--- config.mk ---
export PLATFORM = sky130hd
export DESIGN_NAME = mbe_fmul
export DESIGN_NICKNAME = d
export VERILOG_FILES = /design/src/hw/rtl/mbe_pkg.sv /design/src/hw/rtl/mbe_fmul.sv
export SDC_FILE = /design/constraint.sdc
export NUM_CORES = 2
export LEC_CHECK = 0
export BUFFER_PORTS_ARGS = -buffer_cell sky130_fd_sc_hd__buf_2
export CAP_MARGIN = 40
export CORE_UTILIZATION = 30
export DETAILED_ROUTE_END_ITERATION = 16
export GPL_TIMING_DRIVEN = 0
export HOLD_SLACK_MARGIN = 0.06
export PLACE_DENSITY_LB_ADDON = 0.3
export SYNTH_ARGS = -nofsm -noshare
export SYNTH_HDL_FRONTEND = slang
export SYNTH_SLANG_ARGS = --single-unit
--- constraint.sdc ---
create_clock -name clk_i -period 12 [get_ports clk_i]
set_clock_uncertainty 0.1 [all_clocks]
set_input_delay 2.4 -clock clk_i [delete_from_list [all_inputs] [get_ports clk_i]]
set_output_delay 2.4 -clock clk_i [all_outputs]
set_load 0.05 [all_outputs]
--- src/hw/rtl/mbe_pkg.sv ---
// shared constants, types and helpers of the mandelbrot escape-time pixel core
package mbe_pkg;

  localparam int FIX_W     = 48;
  localparam int STEP_W    = 45;
  localparam int ITER_W    = 16;
  localparam int SHADE_W   = 4;
  localparam int CFG_IDX_W = 2;

  localparam int DEF_MAX_COLUMNS = 1024;
  localparam int DEF_MAX_ROWS    = 1024;
  localparam int DEF_FRAC_BITS   = 44;

  localparam logic signed [FIX_W-1:0] FIX_MAX = {1'b0, {(FIX_W-1){1'b1}}};
  localparam logic signed [FIX_W-1:0] FIX_MIN = {1'b1, {(FIX_W-1){1'b0}}};

  // reset values: -2.0, 1.5, about 2/528 and 400
  localparam logic signed [FIX_W-1:0] RST_RE_LEFT  = 48'hE000_0000_0000;
  localparam logic signed [FIX_W-1:0] RST_IM_TOP   = 48'h1800_0000_0000;
  localparam logic [STEP_W-1:0]       RST_STEP     = 45'd66633278958;
  localparam logic [ITER_W-1:0]       RST_LIMIT    = 16'd400;

  localparam logic [SHADE_W-1:0] SHADE_LAST = 4'd9;

  typedef enum logic [CFG_IDX_W-1:0] {
    CFG_RE_LEFT    = 2'd0,
    CFG_IM_TOP     = 2'd1,
    CFG_STEP       = 2'd2,
    CFG_ITER_LIMIT = 2'd3
  } cfg_idx_e;

  typedef enum logic [3:0] {
    ST_IDLE,
    ST_CMUL_RE,
    ST_CMUL_IM,
    ST_CADD_IM,
    ST_MUL_GO,
    ST_MUL_WAIT,
    ST_TEST,
    ST_UPD1,
    ST_UPD2,
    ST_DONE
  } state_e;

  typedef enum logic [1:0] {
    OP_SQ_RE,
    OP_SQ_IM,
    OP_CROSS
  } mul_op_e;

  typedef struct packed {
    logic                    start;
    logic signed [FIX_W-1:0] a;
    logic signed [FIX_W-1:0] b;
  } mul_req_t;

  typedef struct packed {
    logic                    done;
    logic signed [FIX_W-1:0] p;
  } mul_rsp_t;

  // clamp a one-bit-grown sum back to the fixed-point range
  function automatic logic signed [FIX_W-1:0] sat_fix(input logic signed [FIX_W:0] v);
    logic signed [FIX_W-1:0] r;
    if (v[FIX_W] != v[FIX_W-1]) begin
      r = v[FIX_W] ? FIX_MIN : FIX_MAX;
    end else begin
      r = v[FIX_W-1:0];
    end
    return r;
  endfunction

endpackage

--- src/hw/rtl/mbe_fmul.sv ---
// iterative fixed-point multiplier: four 24x24 partial products, floor and saturate
module mbe_fmul import mbe_pkg::*; #(
  parameter int FRAC_BITS = DEF_FRAC_BITS
) (
  input  logic     clk_i,
  input  logic     rst_ni,
  input  mul_req_t req_i,
  output mul_rsp_t rsp_o
);

  localparam int HALF   = FIX_W / 2;
  localparam int PROD_W = 2 * FIX_W;

  logic                    run_q, fin_q, done_q;
  logic [1:0]              cnt_q;
  logic                    neg_q;
  logic [FIX_W-1:0]        ua_q, ub_q;
  logic [PROD_W-1:0]       acc_q;
  logic signed [FIX_W-1:0] p_q;

  logic [FIX_W-1:0]        ua_in, ub_in;
  logic [HALF-1:0]         opa, opb;
  logic [FIX_W-1:0]        pp;
  logic [PROD_W-1:0]       pp_sh;
  logic [PROD_W-1:0]       q;
  logic                    rem;
  logic [PROD_W:0]         mag;
  logic signed [FIX_W-1:0] res;

  localparam logic [PROD_W:0]   NEG_LIM = (PROD_W+1)'(1) << (FIX_W - 1);
  localparam logic [PROD_W-1:0] POS_LIM = {{(PROD_W-FIX_W){1'b0}}, FIX_MAX};

  assign ua_in = req_i.a[FIX_W-1] ? FIX_W'(-req_i.a) : FIX_W'(req_i.a);
  assign ub_in = req_i.b[FIX_W-1] ? FIX_W'(-req_i.b) : FIX_W'(req_i.b);

  // cnt bit 0 picks the half of a, bit 1 the half of b
  assign opa = cnt_q[0] ? ua_q[FIX_W-1:HALF] : ua_q[HALF-1:0];
  assign opb = cnt_q[1] ? ub_q[FIX_W-1:HALF] : ub_q[HALF-1:0];
  assign pp  = opa * opb;

  always_comb begin
    unique case (cnt_q)
      2'd0:       pp_sh = PROD_W'(pp);
      2'd1, 2'd2: pp_sh = PROD_W'(pp) << HALF;
      default:    pp_sh = PROD_W'(pp) << FIX_W;
    endcase
  end

  // floor of the signed product: magnitude rounds up when negative
  assign q   = acc_q >> FRAC_BITS;
  assign rem = |acc_q[FRAC_BITS-1:0];
  assign mag = {1'b0, q} + (PROD_W+1)'(rem);

  always_comb begin
    if (neg_q) begin
      res = (mag > NEG_LIM) ? FIX_MIN : FIX_W'(-mag[FIX_W-1:0]);
    end else begin
      res = (q > POS_LIM) ? FIX_MAX : q[FIX_W-1:0];
    end
  end

  always_ff @(posedge clk_i or negedge rst_ni) begin
    if (!rst_ni) begin
      run_q  <= 1'b0;
      fin_q  <= 1'b0;
      done_q <= 1'b0;
      cnt_q  <= '0;
    end else begin
      done_q <= fin_q;
      fin_q  <= 1'b0;
      if (req_i.start) begin
        run_q <= 1'b1;
        cnt_q <= '0;
      end else if (run_q) begin
        cnt_q <= cnt_q + 2'd1;
        if (cnt_q == 2'd3) begin
          run_q <= 1'b0;
          fin_q <= 1'b1;
        end
      end
    end
  end

  always_ff @(posedge clk_i) begin
    if (req_i.start) begin
      neg_q <= req_i.a[FIX_W-1] ^ req_i.b[FIX_W-1];
      ua_q  <= ua_in;
      ub_q  <= ub_in;
      acc_q <= '0;
    end else if (run_q) begin
      acc_q <= acc_q + pp_sh;
    end
    if (fin_q) begin
      p_q <= res;
    end
  end

  assign rsp_o.done = done_q;
  assign rsp_o.p    = p_q;

endmodule

==> out/qor.yml <==
outcome:
  status: "finished, final reports clean"
synth:
  synth_seq_area_share: 0.1628
  synthArstFlopShare: 0.02033
  ys_warn_count: 0
  post-synth-top-area-cell: "fa_1"
  synth_cell_types: 92
  ys.flop_type: "edfxtp_1"
  synth_edf_count: 145
  syn_avg_cell_area_um2: 8.452
  ys_top_cells_by_area: "fa_1 25%, edfxtp_1 11%, ha_1 8.8%"
  ys_ff_latch: 246
  syn_nets: 5510
  postSynthCellCount: 4652
  synth_top_area_frac: 0.2459
  yosysMostFrequentCell: "inv_1"
  yosys-top-cells-count: "627 x inv_1, 520 x nand2_1, 515 x nor2_1, 483 x fa_1, 276 x ha_1"
  syn_area_um2: 39320
worst_setup_path:
  path_class: "flip-flop to flip-flop"
  required_ns: 12.48
  crit_path_max_incr_delay_ns: 0.58
  endpoint_kind: "flip-flop"
  crit_top_cell: "fa_1"
  cp_max_fo: 10
  r2r-start: "cnt_q[0]"
  crit_path_start_kind: "flip-flop"
  crit_arrival_ns: 12.25
  cpMaxStageDelayCell: "dfrtp_4"
  startpoint: "cnt_q[0]"
timing:
  setup_violations: 0
  rsz0062_at_grt: "no"
  fmax_mhz: 84.98
  finalHoldViolCount: 0
  maxSlewViolCount: 0
  worst_pin_slew_ns: 0.9209
  min_period_ns: 11.77
  holdWs_ns: 0.3816
  relSlewSlack: 0.3861
  period_share: 0.9807
clock_network:
  numCtsBuffers: 30
  cts_sinks: 246
  clock_latency_ns: 0.64
  cts_hold_buf: 0
  clk_pin_slew_ns: 0.07
  htree_levels: 1
  cts_root_buf: "clkbuf_16"
  clockBufferDepth: 3
  tritoncts: "built"
floorplan:
  dieArea_um2: 132500
  dieWidth_um: 364.0
  core_area_um2: 129800
  die_y_um: 364.0
  io_pins: 148
  placementRows: 132
  initial_core_util: 0.3029
detailed_routing:
  num_vias: 34160
  first_iter_violations: 2618
  drc_errors: 0
  wl_per_cell_um: 20.69
  wl_mm: 137.3
  firstDrtPassIters: 8
  postRouteAntennaNets: 0
  routed_via_density: 5.149
placement:
  place_congestion: 0.9513
  io_buffer_count: 146
  dpl_cell_area_um2: 42710
  dp_hpwl_mm: 115.9
cells_and_area:
  multi_input_area_um2: 30310
  drive_above_1_share: 0.1108
  num-nets-final: 5726
  seq_area_um2: 6407
  area_delta_synth_final_pct: 13.48
  fill_cells: 13686
  diodes: 0
  fin_area_um2: 44620
flow_run:
  cap_viol_max_count: 0
global_route:
  grtUsageMet2: 0.3381
  grt_pass1_vias: 34208
  grt_overflow: 0
  busiest_layer: "met2"
  grt_usage: 0.2054
  use_met1: 0.2738
  antenna_found_initial: 3
  grtUsageMet3: 0.02922
  grt_first_pass_wirelength_mm: 208.7
  grt_max_degree: 65
worst_hold_path:
  holdCritPathClass: "flip-flop to flip-flop"
  min_from: "acc_q[95]"
==> cell usage in the layout (no fill, tap or decap), types with 25 or more instances in the layout <==
cell	instances
nand2b_1	27
xor2_1	61
nand4_1	66
buf_4	35
a21o_1	78
nor2_1	512
edfxtp_1	145
o21bai_1	27
o21ai_0	171
nor2b_1	25
buf_6	32
fa_1	483
buf_2	172
nor3_1	60
nand2_1	520
clkbuf_1	136
ha_1	270
and2_1	55
xnor2_1	183
o21a_1	29
clkbuf_16	30
o31ai_1	38
inv_1	627
a22o_1	28
a21oi_1	209
dfxtp_1	96
nor4_1	36
nand3_1	70
and3_1	29
o21ai_1	25
mux2_2	43
mux2i_1	66
==> path summary, 6_finish.rpt <==
| check | to | slack, ns | cells after the start |
|---|---|---|---|
| max reg2reg | acc_q[87] | 0.23 | 41 |
| max in group asynchronous | cnt_q[0] | 10.04 | 1 |
| min reg2reg | acc_q[95] | 0.38 | 2 |
| min | acc_q[95] | 0.38 | 2 |
| min in group asynchronous | fin_q | 1.52 | 1 |
| max | acc_q[87] | 0.23 | 41 |
==> critical path: cells and delay by family (launching register included) <==
kind	cells	cell delay, ns
AO/OA/AOI/OAI	9	2.07
XOR/XNOR	1	0.10
adder cells (fa/ha/maj)	9	4.41
buffers and inverters	9	1.17
flip-flops	1	0.58
multiplexers	1	0.37
AND/OR/NAND/NOR	12	2.87
==> stage by stage <==
| stage | setup slack [ns] | setup TNS [ns] | instances | util |
|---|---|---|---|---|
| finish | 0.2320 | 0 | 6634 | 0.3437 |
| global route | 0.007081 | 0 | 6634 | 0.3437 |
| CTS | 0.01584 | 0 | 6633 | 0.3411 |
| detailed placement | -2.342 | -90.86 | 6582 | 0.3290 |
| global placement | -3.424 | -122.89 | 6540 | 0.3253 |
| floorplan | 1.078 | 0 | 4652 | - |
==> sequential cells by signal, summed over array words and instances, names as in the netlist <==
name / flops
done_q: 1
p_q: 48
neg_q: 1
run_q: 1
ua_q: 48
ub_q: 48
fin_q: 1
cnt_q: 2
acc_q: 96
==> layer usage <==
layer  up-vias  wire [um]
met3       256       8215
met2      1260      62360
met5         -         13
li1      15979          -
met1     16663      60990
met4         2       5682
==> final cells by class <==
type                            count  share of cell area
Sequential cell                   246              0.1436
Buffer                            221             0.02493
Timing Repair Buffer              203             0.02877
Multi-Input combinational cell   3539              0.6793
Clock inverter                     18            0.004346
Tap cell                         1742             0.04885
Clock buffer                       38             0.01750
Inverter                          627             0.05275
==> logic make-up (layout without fill, tap and decap cells) <==
| family | after synthesis | after routing | synth area share |
|---|---|---|---|
| and+or+nand+nor | 1530 | 1530 | 0.1813 |
| buffers and inverters | 867 | 1107 | 0.08439 |
| AOI/OAI and AO/OA | 843 | 843 | 0.1408 |
| adders and majority gates | 759 | 759 | 0.3337 |
| xor gates and xnor gates | 257 | 257 | 0.05725 |
| DFF | 246 | 246 | 0.1628 |
| muxes | 150 | 150 | 0.03968 |
==> timing repair <==
action                                  4_1_cts  5_1_grt
pin swaps                                     4        4
buffers inserted                              7        7
resized for setup                           150      116
endpoints found under the setup margin       64       44
Power is left out: the tool's default activity adds up to more than one toggle a clock period on the data nets, which glitch-free logic cannot reach.
